--- config.mk ---
export PLATFORM = sky130hd
export DESIGN_NAME = ascprf_stage
export DESIGN_NICKNAME = d
export VERILOG_FILES = /design/src/ascprf_pkg.sv /design/src/ascprf_stage.sv
export SDC_FILE = /design/constraint.sdc
export NUM_CORES = 1
export LEC_CHECK = 0
export ABC_AREA = 1
export BUFFER_PORTS_ARGS = -buffer_cell sky130_fd_sc_hd__buf_2
export CAP_MARGIN = 20
export CORE_ASPECT_RATIO = 1.75
export CORE_MARGIN = 4
export CORE_UTILIZATION = 50
export CTS_CLUSTER_SIZE = 25
export DETAILED_ROUTE_END_ITERATION = 8
export GPL_TIMING_DRIVEN = 0
export PLACE_DENSITY = 0.84
export SLEW_MARGIN = 0
export SYNTH_ARGS = -nofsm -noshare
export SYNTH_HDL_FRONTEND = slang
export SYNTH_SLANG_ARGS = --single-unit
--- constraint.sdc ---
create_clock -name clk -period 9.8 [get_ports clk]
set_clock_uncertainty 0.1 [all_clocks]
set_input_delay 1.47 -clock clk [delete_from_list [all_inputs] [get_ports clk]]
set_output_delay 1.47 -clock clk [all_outputs]
set_load 0.005 [all_outputs]
--- src/ascprf_pkg.sv ---
package ascprf_pkg;

  typedef logic [63:0] word_t;
  typedef logic [4:0][63:0] state_t;

  localparam int ROUNDS = 12;
  localparam int CNT_W = $clog2(ROUNDS);
  localparam int CFG_INDEX_W = 8;

  localparam word_t IV = 64'h80808c0000000000;
  localparam word_t PAD = 64'h8000000000000000;
  localparam word_t DOMAIN_SEP = 64'h0000000000000001;

  localparam logic [CFG_INDEX_W-1:0] REG_KEY_LOW = 8'd0;
  localparam logic [CFG_INDEX_W-1:0] REG_KEY_HIGH = 8'd1;

  localparam logic [7:0] ROUND_CONST [ROUNDS] = '{
    8'hf0, 8'he1, 8'hd2, 8'hc3, 8'hb4, 8'ha5, 8'h96, 8'h87, 8'h78, 8'h69, 8'h5a, 8'h4b
  };

  typedef struct packed {
    logic busy;
    logic ready;
  } key_status_t;

  function automatic word_t rotr(word_t v, int r);
    return (v >> r) | (v << (64 - r));
  endfunction

  function automatic state_t ascprf_round(state_t s, logic [7:0] rc);
    state_t x;
    state_t a;
    state_t y;
    x = s;
    x[2] = x[2] ^ {56'd0, rc};
    // substitution layer
    x[0] = x[0] ^ x[4];
    x[4] = x[4] ^ x[3];
    x[2] = x[2] ^ x[1];
    a[0] = x[0] ^ (~x[1] & x[2]);
    a[1] = x[1] ^ (~x[2] & x[3]);
    a[2] = x[2] ^ (~x[3] & x[4]);
    a[3] = x[3] ^ (~x[4] & x[0]);
    a[4] = x[4] ^ (~x[0] & x[1]);
    a[1] = a[1] ^ a[0];
    a[0] = a[0] ^ a[4];
    a[3] = a[3] ^ a[2];
    a[2] = ~a[2];
    // linear diffusion layer
    y[0] = a[0] ^ rotr(a[0], 19) ^ rotr(a[0], 28);
    y[1] = a[1] ^ rotr(a[1], 61) ^ rotr(a[1], 39);
    y[2] = a[2] ^ rotr(a[2], 1) ^ rotr(a[2], 6);
    y[3] = a[3] ^ rotr(a[3], 10) ^ rotr(a[3], 17);
    y[4] = a[4] ^ rotr(a[4], 7) ^ rotr(a[4], 41);
    return y;
  endfunction

endpackage

--- src/ascprf_stage.sv ---
module ascprf_stage (
  input  logic               clk,
  input  logic               rst,
  input  logic               vld_in,
  input  ascprf_pkg::state_t state_in,
  input  logic [7:0]         rc,
  input  logic               en_next,
  output logic               en,
  output logic               vld,
  output ascprf_pkg::state_t state
);
  import ascprf_pkg::*;

  // a stage takes new data when empty or when its contents move on
  assign en = !vld || en_next;

  always_ff @(posedge clk) begin
    if (rst) begin
      vld <= 1'b0;
    end else if (en) begin
      vld <= vld_in;
    end
  end

  always_ff @(posedge clk) begin
    if (en) begin
      state <= ascprf_round(state_in, rc);
    end
  end

endmodule

After elaboration in Yosys (flattened, before gate mapping). Cells that the tools add are included.

Register bits after elaboration: 321. Bits in latches: 0. Bits in writable memories: 0. Memory bits (read-only): 0. Input port bits: 332. Word-level logic and storage cells: 51. Memories: 0.

Add/sub/neg operators: 0. $mul: 0. Divide/modulo/power cells: 0. $lt $le $gt $ge: 0. Equal/unequal tests: 0. Shifts and indexed selects: 0. Multiplexer cells: 0. Bitwise operators: 43. Reductions and logical operators: 2.

Operators by type and width (number): XOR 64 bit (21); NOT 64 bit (6); AND 64 bit (5); bitwise OR 23 x 64 -> 64 bit (1); bitwise OR 25 x 64 -> 64 bit (1); bitwise OR 3 x 64 -> 64 bit (1); bitwise OR 36 x 64 -> 64 bit (1); bitwise OR 45 x 64 -> 64 bit (1); bitwise OR 47 x 64 -> 64 bit (1); bitwise OR 54 x 64 -> 64 bit (1); bitwise OR 57 x 64 -> 64 bit (1); bitwise OR 58 x 64 -> 64 bit (1); bitwise OR 63 x 64 -> 64 bit (1); XOR 64 x 8 -> 64 bit (1); logical NOT 1 bit (1); logical OR 1 bit (1).

Logic depth before layout (Yosys ltp).
Depth after elaboration: 9. Mapped depth: 15. Depth with buffers taken out: 15.

Least setup slack after synthesis. Ideal clock, no wire load.

Kind: input to output. Start point: input en_next. End point: output en. Data arrival time: 8.272 ns. Slack: -0.042 ns. Stages on the path: 2. Buffers on the path: 0. Cells stage by stage: inv_1 nand2_1.

Word-level cells in the longest chain between the ends: 1.

Ends and longest elaborated chain: from (decl) (RTL line ascprf_stage.sv:7) `input logic en_next,`; logical OR 1 bit (RTL line ascprf_stage.sv:15) `assign en = !vld || en_next;`; to (decl) (RTL line ascprf_stage.sv:8) `output logic en,`.

Every way passes these cells.

Worst setup path after layout. Ends and elaborated chain as after synthesis.

==> results.md <==
* H-tree levels at 2
* Synthesis warning total at 0
* Post-synthesis net count at 5,026
* Post-Syn Area at 30,700 um^2
* Slew @ Worst Pin at 1260 ps
* Post-Synthesis Cells at 4,566
* Failing checks: DRC
* Combinational group share of total power at 0.474
* Num rows at 119
* Post CTS Setup Buffer Count at 0
* CTS Sinks at 321
* Via count at 33,700
* Vias in the first global route at 30,900
* DR WL/cell at 24.2 um
* Area delta synth->final at 18.5%
* Final setup TNS at 0 ps
* Power Total at 7.14 mW
* # setup viols final at 0
* Total wire length at 148,000 um
* Routability cong. at 1.07
* Crit path launch type: input port
* Fin. max-slew vios at 0
* Critical path data arrival time at 3330 ps
* Clock power frac at 0.203
* # hold bufs at CTS at 0
* PD cells at 197 nW/um^2
* Hpwl dp at 126,000 um
* Peak VDD IR at 160 uV
* Hold Path Depth at 2
* Leak at 20.7 nW
* Yosys reg bits at 321
* Post-DP Area at 35,000 um^2
* Compound-Gate Fraction of Synth Area at 0.0260
* Core region area at 60,500 um^2
* Final hold violations at 0
* Grt ovf at 0
* Fin nets at 5,723
* Port Buffers at 653
* DRC at 5
* First-pass GRT wire length at 203,000 um
* # IOs at 654
* Pint at 4.01 mW
* Relative slew margins at 0.158
* RSZ-0062 raised after global routing: false
* GRT Overall Usage at 0.432
* Skew-Pair Late Insertion Delay at 570 ps
* Clock transition at path regs at 60 ps
* DRT antenna net count at 0
* Sw Ratio at 0.439
* Fillers at 5,760
* CTS Buffer Depth at 3
* Max-Cap Viols at 0
* Post-synthesis adder-cell area fraction at 0.0522
* Die width at 195 um
* Share of layout cells above drive strength 1 at 0.163
* Via-to-Cell Ratio at 5.52
* R2r worst-path depth at 3
* Starting Density at 0.507
* Seq/Total Area, Yosys at 0.314
* Status: finished with violations
* XOR/XNOR Fraction of Synth Area at 0.152
* Fmax at 204 MHz
* CP Capture Type: output pin
* Reg power frac at 0.323
* Switching power at 3.14 mW
* Post-layout min period at 4900 ps
* Hold WC Path Type: reg -> reg
* First-pass DRT Iterations at 9
* Mux share of post-synthesis cell area at 0
* PostCTS Resize Cnt at 0
* Largest family of logic cells by synthesized area: simple AND/OR/NAND/NOR gates
* Post-route cell area at 36,300 um^2
* DIE AREA at 65,500 um^2
* Initial antenna violation count at 39
* WS Path Type: in -> out
* Largest net degree at the start of global routing at 102
* Post-synth cell types at 23
* Worst path required time at 8230 ps
* Crit-path max FO at 101
* TritonCTS clock tree: built
* Die height at 336 um
* Synth Area in Simple Gates at 0.387
* CTS buffer count at 35
* Syn Area/Cell at 6.72 um^2
* Initial DRC count at 3,389
* Final period util at 0.500
* Root buffer cell: clkbuf_16
[synthesized netlist by cell type]
library cell	number	area (um^2)
nand2_1	2383	8940
nand3_1	551	2760
inv_1	523	1960
edfxtp_1	320	9610
xor2_1	237	2080
xnor2_1	156	1370
ha_1	128	1600
xnor2_2	46	748
inv_2	39	146
o21ai_1	37	185
o21ai_0	30	150
a21oi_1	28	140
a21oi_2	20	175
xor2_2	17	277
nor2_1	13	48.8
a21boi_2	11	124
nand3b_1	11	82.6
nand2_2	4	25.0
xnor2_4	4	110
a21boi_1	3	22.5
xor2_4	3	82.6
dfxtp_1	1	20.0
or2_2	1	6.26
[cell type report]
type / instances / area, um^2 / share of cell area
Inverter: 562 / 2110 / 0.0581
Tap cell: 786 / 983 / 0.0271
Clock buffer: 40 / 916 / 0.0252
Clock inverter: 22 / 268 / 0.00737
Timing Repair Buffer: 660 / 3390 / 0.0934
Sequential cell: 321 / 9630 / 0.265
Antenna cell: 39 / 97.6 / 0.00269
Multi-Input combinational cell: 3683 / 18900 / 0.521
[cell usage in the layout (no fill, tap or decap), drive strengths merged, types with 48 or more instances in the layout]
cell	instances
xnor2	206
nand3	551
xor2	257
o21ai	67
edfxtp	320
nand2	2387
a21oi	48
inv	565
ha	128
buf	660
[critical path, stage by stage]
cell and delay (ps):
buf_2 70, inv_1 80, nand2_8 340, buf_16 470, buf_16 430, buf_2 210
[per-layer routing]
metal,wire [um],track usage
met3,14600,0.0995
met2,65500,0.694
met1,46900,0.442
met4,21000,0.459
met5,60,0
[path summary, 6_finish.rpt]
check | to | from | slack [ps]
setup / recovery | en | en_next | 4900
hold / removal | vld | vld | 790
setup reg to reg | state[310] | vld | 7470
hold reg to reg | vld | vld | 790
[cell families after synthesis]
group	count (synthesis)
AND/OR/NAND/NOR	2963
flip-flops	321
XOR/XNOR	463
buffers and inverters	562
AO/OA/AOI/OAI	129
adder cells (fa/ha/maj)	128
[stage by stage]
stage	instances	setup slack, ps	utilization	hold slack [ps]
2_1_floorplan	4566	2930	-	1440
3_5_place_dp	6009	4980	0.579	776
3_3_place_gp	6005	306	0.578	1540
4_1_cts	6071	4970	0.599	798
6_report	6113	4900	0.601	785
5_1_grt	6104	4850	0.601	865
[power groups by stage]
stage / Sequential [mW] / Combinational, mW / Clock [mW]
detailed placement: 2.32 / 3.27 / 0
floorplan: 2.34 / 1.72 / 0
CTS: 2.30 / 3.29 / 1.45
finish: 2.31 / 3.38 / 1.45
global placement: 2.33 / 3.22 / 0
global route: 2.34 / 3.61 / 1.50
[registers in the layout, summed over array words and instances, names as in the netlist]
register  cells
vld           1
state       320
(Power assumes the default switching activity.)
