`config.mk`:
```
export PLATFORM = sky130hd
export DESIGN_NAME = ascprf_key_perm
export DESIGN_NICKNAME = d
export VERILOG_FILES = /design/src/ascprf_pkg.sv /design/src/ascprf_key_perm.sv
export SDC_FILE = /design/constraint.sdc
export NUM_CORES = 2
export LEC_CHECK = 0
export BUFFER_PORTS_ARGS = -buffer_cell sky130_fd_sc_hd__buf_2
export CAP_MARGIN = 10
export CORE_UTILIZATION = 58
export DETAILED_ROUTE_END_ITERATION = 7
export PLACE_DENSITY = 0.87
export SYNTH_ARGS = -nofsm -noshare
export SYNTH_HDL_FRONTEND = slang
export SYNTH_SLANG_ARGS = --single-unit
```
`constraint.sdc`:
```
create_clock -name clk -period 5.1 [get_ports clk]
set_input_delay 0.255 -clock clk [delete_from_list [all_inputs] [get_ports clk]]
set_output_delay 0.255 -clock clk [all_outputs]
set_load 0.01 [all_outputs]
```
`src/ascprf_pkg.sv`:
```
package ascprf_pkg;

  typedef logic [63:0] word_t;
  typedef logic [4:0][63:0] state_t;

  localparam int ROUNDS = 12;
  localparam int CNT_W = $clog2(ROUNDS);
  localparam int CFG_INDEX_W = 8;

  localparam word_t IV = 64'h80808c0000000000;
  localparam word_t PAD = 64'h8000000000000000;
  localparam word_t DOMAIN_SEP = 64'h0000000000000001;

  localparam logic [CFG_INDEX_W-1:0] REG_KEY_LOW = 8'd0;
  localparam logic [CFG_INDEX_W-1:0] REG_KEY_HIGH = 8'd1;

  localparam logic [7:0] ROUND_CONST [ROUNDS] = '{
    8'hf0, 8'he1, 8'hd2, 8'hc3, 8'hb4, 8'ha5, 8'h96, 8'h87, 8'h78, 8'h69, 8'h5a, 8'h4b
  };

  typedef struct packed {
    logic busy;
    logic ready;
  } key_status_t;

  function automatic word_t rotr(word_t v, int r);
    return (v >> r) | (v << (64 - r));
  endfunction

  function automatic state_t ascprf_round(state_t s, logic [7:0] rc);
    state_t x;
    state_t a;
    state_t y;
    x = s;
    x[2] = x[2] ^ {56'd0, rc};
    // substitution layer
    x[0] = x[0] ^ x[4];
    x[4] = x[4] ^ x[3];
    x[2] = x[2] ^ x[1];
    a[0] = x[0] ^ (~x[1] & x[2]);
    a[1] = x[1] ^ (~x[2] & x[3]);
    a[2] = x[2] ^ (~x[3] & x[4]);
    a[3] = x[3] ^ (~x[4] & x[0]);
    a[4] = x[4] ^ (~x[0] & x[1]);
    a[1] = a[1] ^ a[0];
    a[0] = a[0] ^ a[4];
    a[3] = a[3] ^ a[2];
    a[2] = ~a[2];
    // linear diffusion layer
    y[0] = a[0] ^ rotr(a[0], 19) ^ rotr(a[0], 28);
    y[1] = a[1] ^ rotr(a[1], 61) ^ rotr(a[1], 39);
    y[2] = a[2] ^ rotr(a[2], 1) ^ rotr(a[2], 6);
    y[3] = a[3] ^ rotr(a[3], 10) ^ rotr(a[3], 17);
    y[4] = a[4] ^ rotr(a[4], 7) ^ rotr(a[4], 41);
    return y;
  endfunction

endpackage

```
`src/ascprf_key_perm.sv`:
```
module ascprf_key_perm (
  input  logic                 clk,
  input  logic                 rst,
  input  logic                 start,
  input  ascprf_pkg::word_t    key_low,
  input  ascprf_pkg::word_t    key_high,
  output ascprf_pkg::key_status_t status,
  output ascprf_pkg::state_t   key_state
);
  import ascprf_pkg::*;

  logic             busy;
  logic [CNT_W-1:0] cnt;
  state_t           state;
  state_t           init;

  always_comb begin
    init = '0;
    init[0] = IV;
    init[1] = key_low;
    init[2] = key_high;
  end

  // one round per cycle over the key-only half of the permutation
  always_ff @(posedge clk) begin
    if (rst) begin
      busy <= 1'b0;
      cnt <= '0;
    end else if (start) begin
      busy <= 1'b1;
      cnt <= '0;
    end else if (busy) begin
      if (cnt == CNT_W'(ROUNDS - 1)) begin
        busy <= 1'b0;
      end else begin
        cnt <= cnt + 1'b1;
      end
    end
  end

  always_ff @(posedge clk) begin
    if (start) begin
      state <= init;
    end else if (busy) begin
      state <= ascprf_round(state, ROUND_CONST[cnt]);
    end
  end

  assign status.busy = busy;
  assign status.ready = !busy && !start;
  assign key_state = state;

  a_start_loads: assert property (@(posedge clk) disable iff (rst)
    start |=> busy && cnt == '0)
    else $error("key permutation did not restart");

  a_cnt_range: assert property (@(posedge clk) disable iff (rst)
    busy |-> cnt < CNT_W'(ROUNDS))
    else $error("round counter out of range");

  a_runs_to_end: assert property (@(posedge clk) disable iff (rst)
    busy && !start && cnt != CNT_W'(ROUNDS - 1) |=> busy && cnt == $past(cnt) + 1'b1)
    else $error("key permutation stopped early");

  a_finishes: assert property (@(posedge clk) disable iff (rst)
    busy && !start && cnt == CNT_W'(ROUNDS - 1) |=> !busy)
    else $error("key permutation overran");

endmodule

```
* Yosys cells after proc, flatten, opt, wreduce, memory -nomap -nowiden
Memories as Yosys holds them, arrays and structs flattened. Cells that the tools add are included.
Cells by class: $add $sub $neg 1, order comparisons 1, equality and inequality tests 1, mux-type cells 7, bitwise logic cells 45, reductions and logical operators 6
Operators with widths (number):
- bitwise XOR 64 bit | 21
- 2-to-1 mux 192 bit | 2
- NOT 64 bit | 6
- bitwise AND 64 bit | 5
- bitwise OR 23 x 64 -> 64 bit | 1
- bitwise OR 25 x 64 -> 64 bit | 1
- bitwise OR 3 x 64 -> 64 bit | 1
- bitwise OR 36 x 64 -> 64 bit | 1
- bitwise OR 45 x 64 -> 64 bit | 1
- bitwise OR 47 x 64 -> 64 bit | 1
- bitwise OR 54 x 64 -> 64 bit | 1
- bitwise OR 57 x 64 -> 64 bit | 1
- bitwise OR 58 x 64 -> 64 bit | 1
- bitwise OR 63 x 64 -> 64 bit | 1
- bitwise XOR 64 x 8 -> 64 bit | 1
- 2-to-1 mux 8 bit | 2
- >= comparator 5 bit (second input constant) | 1
- NOT 4 -> 5 bit | 1
- adder 4 x 1 -> 4 bit (second input constant) | 1
- equality test 4 bit (second input constant) | 1
- 2-to-1 mux 1 bit | 3
- zero test 1 bit | 2
- AND reduction 2 bit | 1
- nonzero test 2 bit | 1
- other kinds (3) | 3
Word-level totals: register bits 325, memory bits (read-only) 128, input bits 131, output and inout bits 322, logic and storage cells 69, memories 1
Memories:
- (name not given) | words 16, bits a word 8, rd ports 1, clocked after memory_dff 0, wr ports 0, RTL line ascprf_key_perm.sv:45 | state <= ascprf_round(state, ROUND_CONST[cnt]);

* Logic depth before layout (Yosys ltp)
depth in word-level cells 15, depth in mapped cells 9, mapped depth without buffers 8

* Least setup slack after synthesis
No wires, ideal clock.
path type reg2reg, start register busy, end register state, in the netlist key_state[100], enable pin, setup time 1.127 ns, data arrival time 3.219 ns, required time 3.973 ns, path slack 0.754 ns, cell stages (with the launch flop) 6, buffers on the path 3, period minus slack after synthesis 4.346 ns, path through dfxtp_1 buf_2 inv_1 clkbuf_1 clkbuf_1 nand2_1
Between the ends: cells in the longest elaborated chain, start to end 1
Ends and longest elaborated chain:
- start: declaration | RTL line ascprf_key_perm.sv:12 | logic busy;
- start signal: assignment | RTL line ascprf_key_perm.sv:27 | busy <= 1'b0;
- start signal: assignment | RTL line ascprf_key_perm.sv:30 | busy <= 1'b1;
- start signal: assignment | RTL line ascprf_key_perm.sv:34 | busy <= 1'b0;
- nonzero test 2 bit (no source line)
- end signal: assignment | RTL line ascprf_key_perm.sv:43 | state <= init;
- end signal: assignment | RTL line ascprf_key_perm.sv:45
- end: declaration | RTL line ascprf_key_perm.sv:14 | state_t state;
Every way passes these cells. A chain may end at the register's enable or synchronous reset.

==> flow_summary_export.csv <==
group,metric,value,unit
floorplan,top_level_ports,453,
timing,layout_worst_path_cycle_share,63.2,%
logic_synthesis,synthesis.area_per_instance,9.37,um2
layout,area.growth.synth_to_final,19.5,%
clock_network,cts.htree.levels,2,
floorplan,width_of_the_die,218,um
timing,fin_skew,0.0375,ns
clock_network,cts.repair_timing.setup_buffer_count,0,
timing,max_clock_freq,310,MHz
worst_setup_path,crit_end_category,"primary output",
clock_network,root_buffer_cell,"clkbuf_16",
placed_design,hpwl,92900,um
worst_setup_path,timing.critical_path.from_type,"flip-flop",
clock_network,cts.path.max_buffers,3,
logic_synthesis,yosys.cell_types.count,38,
worst_setup_path,critPathMaxFanout,60,
grt,wire_length_of_the_first_global_routing_pass,165000,um
logic_synthesis,synth.cell_area,0.0271,mm2
timing,timing_max_transition_violations_final,0,
floorplan,rows,78,
detailed_routing,post_drt_via_cell_ratio,6.15,
detailed_routing,met2WireLength,50800,um
detailed_routing,met1Wirelength,43100,um
placed_design,io_buffer_count,452,
grt,grt_max_degree,105,
clock_network,clkTransAtPathRegs,0.06,ns
floorplan,die-area,0.0475,mm2
detailed_routing,drt_drc_violations_left,0,
flow_run,max_cap_violations,0,
logic_synthesis,postSynthNetCount,3147,
layout,layout-drive-gt1-share,21.7,%
floorplan,floorplan.initialDensity,59.2,%
hold_path,holdCritPathClass,"in2reg",
worst_setup_path,timing.setup.critical_path_class,"reg2out",
grt,gr-total-overflow,0,
clock_network,tritoncts,"done",
outcome,run_status,"finished, final reports clean",
detailed_routing,route.vias.total,24900,
clock_network,tritoncts_num_sinks,325,
logic_synthesis,synthesis.yosys.warnings,0,
detailed_routing,routed_wirelength,119000,um
grt,grt_use_total,49.2,%
detailed_routing,dr.max_layer_used,"met5",
detailed_routing,post_drt_wl_per_cell,29.3,um
timing,actual_slew_at_the_worst_max_slew_pin,1.31,ns
layout,layout.cells.most_common_list,"504 x xnor2_1, 451 x buf_2, 369 x xor2_1",
placed_design,routabilityCongestion,1.10,
worst_setup_path,timing.critical_path.arrival,2.97,ns
grt,vias_in_the_first_global_route,23500,
timing,finalHoldViolCount,0,
timing,period_needed,3.23,ns
clock_network,tritoncts.num_buffers,41,
floorplan,floorplan.die.height,218,um
logic_synthesis,postSynthCellCount,2887,
logic_synthesis,synth-seq-area-share,28.8,%
logic_synthesis,postSynthRegisterBits,325,
timing,unrepaired_setup_endpoints_after_global_routing,"no",
detailed_routing,drtAntennaViolNets,0,
layout,layout.nets,3685,
detailed_routing,detailroute.wirelength.met3,15700,um
timing,fin_hold_ws,0.00348,ns
timing,report.final.setup_viol,0,
timing,final.setup.tns,0,ns
timing,slew-limit-headroom,12.2,%
floorplan,core_region_area,0.0457,mm2
layout,most_common_cell_after_layout_fill_and_taps_aside,"xnor2_1",
worst_setup_path,crit_required,4.85,ns
detailed_routing,detailedRoute.firstIterationViolations,3679,
clock_network,clock_latency,0.61,ns
detailed_routing,first_pass_iters,5,
grt,number_of_antenna_violations_at_the_first_check_in_global_routing,2,
## Yosys cell counts
| master | n | area share (%) |
|---|---|---|
| or2_1 | 5 | 0.12 |
| nor2_1 | 249 | 3.5 |
| nor2b_2 | 1 | 0.032 |
| a21oi_1 | 89 | 1.6 |
| a211oi_1 | 24 | 0.67 |
| mux2_2 | 31 | 1.3 |
| nand2b_1 | 1 | 0.023 |
| mux2i_1 | 26 | 0.96 |
| inv_2 | 2 | 0.028 |
| a221o_1 | 2 | 0.074 |
| o21ai_0 | 110 | 2.0 |
| xnor3_1 | 44 | 3.7 |
| or2_2 | 1 | 0.023 |
| buf_1 | 2 | 0.028 |
| xnor2_1 | 504 | 16 |
| buf_4 | 2 | 0.055 |
| maj3_2 | 6 | 0.25 |
| o22ai_1 | 99 | 2.3 |
| xor2_2 | 47 | 2.8 |
| nand2_1 | 365 | 5.1 |
| mux2_1 | 12 | 0.50 |
| o21ai_1 | 48 | 0.89 |
| ha_1 | 129 | 6.0 |
| or3_1 | 14 | 0.32 |
| xnor2_2 | 109 | 6.6 |
| buf_2 | 3 | 0.055 |
| edfxtp_1 | 128 | 14 |
| xor2_1 | 369 | 12 |
| dfxtp_1 | 197 | 15 |
| maj3_1 | 6 | 0.22 |
| nand3_1 | 28 | 0.52 |
| nand4_1 | 1 | 0.023 |
| nor3_1 | 5 | 0.092 |
| a2bb2oi_1 | 3 | 0.097 |
| clkbuf_1 | 81 | 1.1 |
| inv_1 | 141 | 2.0 |
| buf_6 | 1 | 0.042 |
| o211ai_1 | 2 | 0.055 |
## stage by stage
step	utilization, %	area [um2]	cells	setup WS (ns)
floorplan	-	27100	2887	0.754
global placement	65.7	30000	3883	2.21
detailed placement	65.7	30000	3883	2.12
CTS	70.8	32300	4057	1.90
global route	70.8	32300	4057	1.79
finish	70.8	32300	4058	1.87
## what timing repair did
item | CTS | global route
hold buffers | 99 | 0
hold endpoints to repair | 103 | 0
endpoints found under the setup margin | 0 | 0
resized for setup | 0 | 0
## worst max-delay path: stages (launching register included)
cell and delay (ns):
dfxtp_4 0.90, clkinv_2 0.22, nand2_4 0.21, buf_4 0.74, inv_1 0.08, buf_2 0.17
## path summary, 6_finish.rpt
kind / depth (start not counted) / slack (ns) / to / from
min reg2reg: 2 / 0.53 / key_state[252] / key_state[252]
min: 3 / 0.003 / key_state[187] / key_high[59]
max reg2reg: 8 / 1.92 / key_state[252] / cnt[3]
max: 5 / 1.87 / status[0] / busy
## final cells by class
class,count,area [um2]
Tap cell,600,751
Sequential cell,325,7790
Clock buffer,62,1220
Inverter,143,538
Timing Repair Buffer,584,3540
Fill cell,3447,13400
Antenna cell,1,2.50
Clock inverter,13,97.6
Multi-Input combinational cell,2330,18400
## cell families after synthesis
logic type | after synthesis | share of synthesized area [%]
compound gates | 377 | 7.75
xor+xnor | 1073 | 41.3
fa+ha+maj | 141 | 6.44
buf+inv | 232 | 3.29
flops | 325 | 28.8
mux | 69 | 2.75
simple gates | 670 | 9.67
## registers in the layout, summed over array words and instances (netlist names)
register / count
key_state: 320
cnt: 4
busy: 1
## routing by layer
layer / track usage [%] / vias up
li1: - / 10500
met1: 62.8 / 11900
met2: 73.5 / 2033
met3: 11.5 / 455
met4: 33.8 / 2
met5: 0 / -
Power is not shown: default switching activity piles up to over one toggle a cycle in this logic, so the estimate is an artifact.
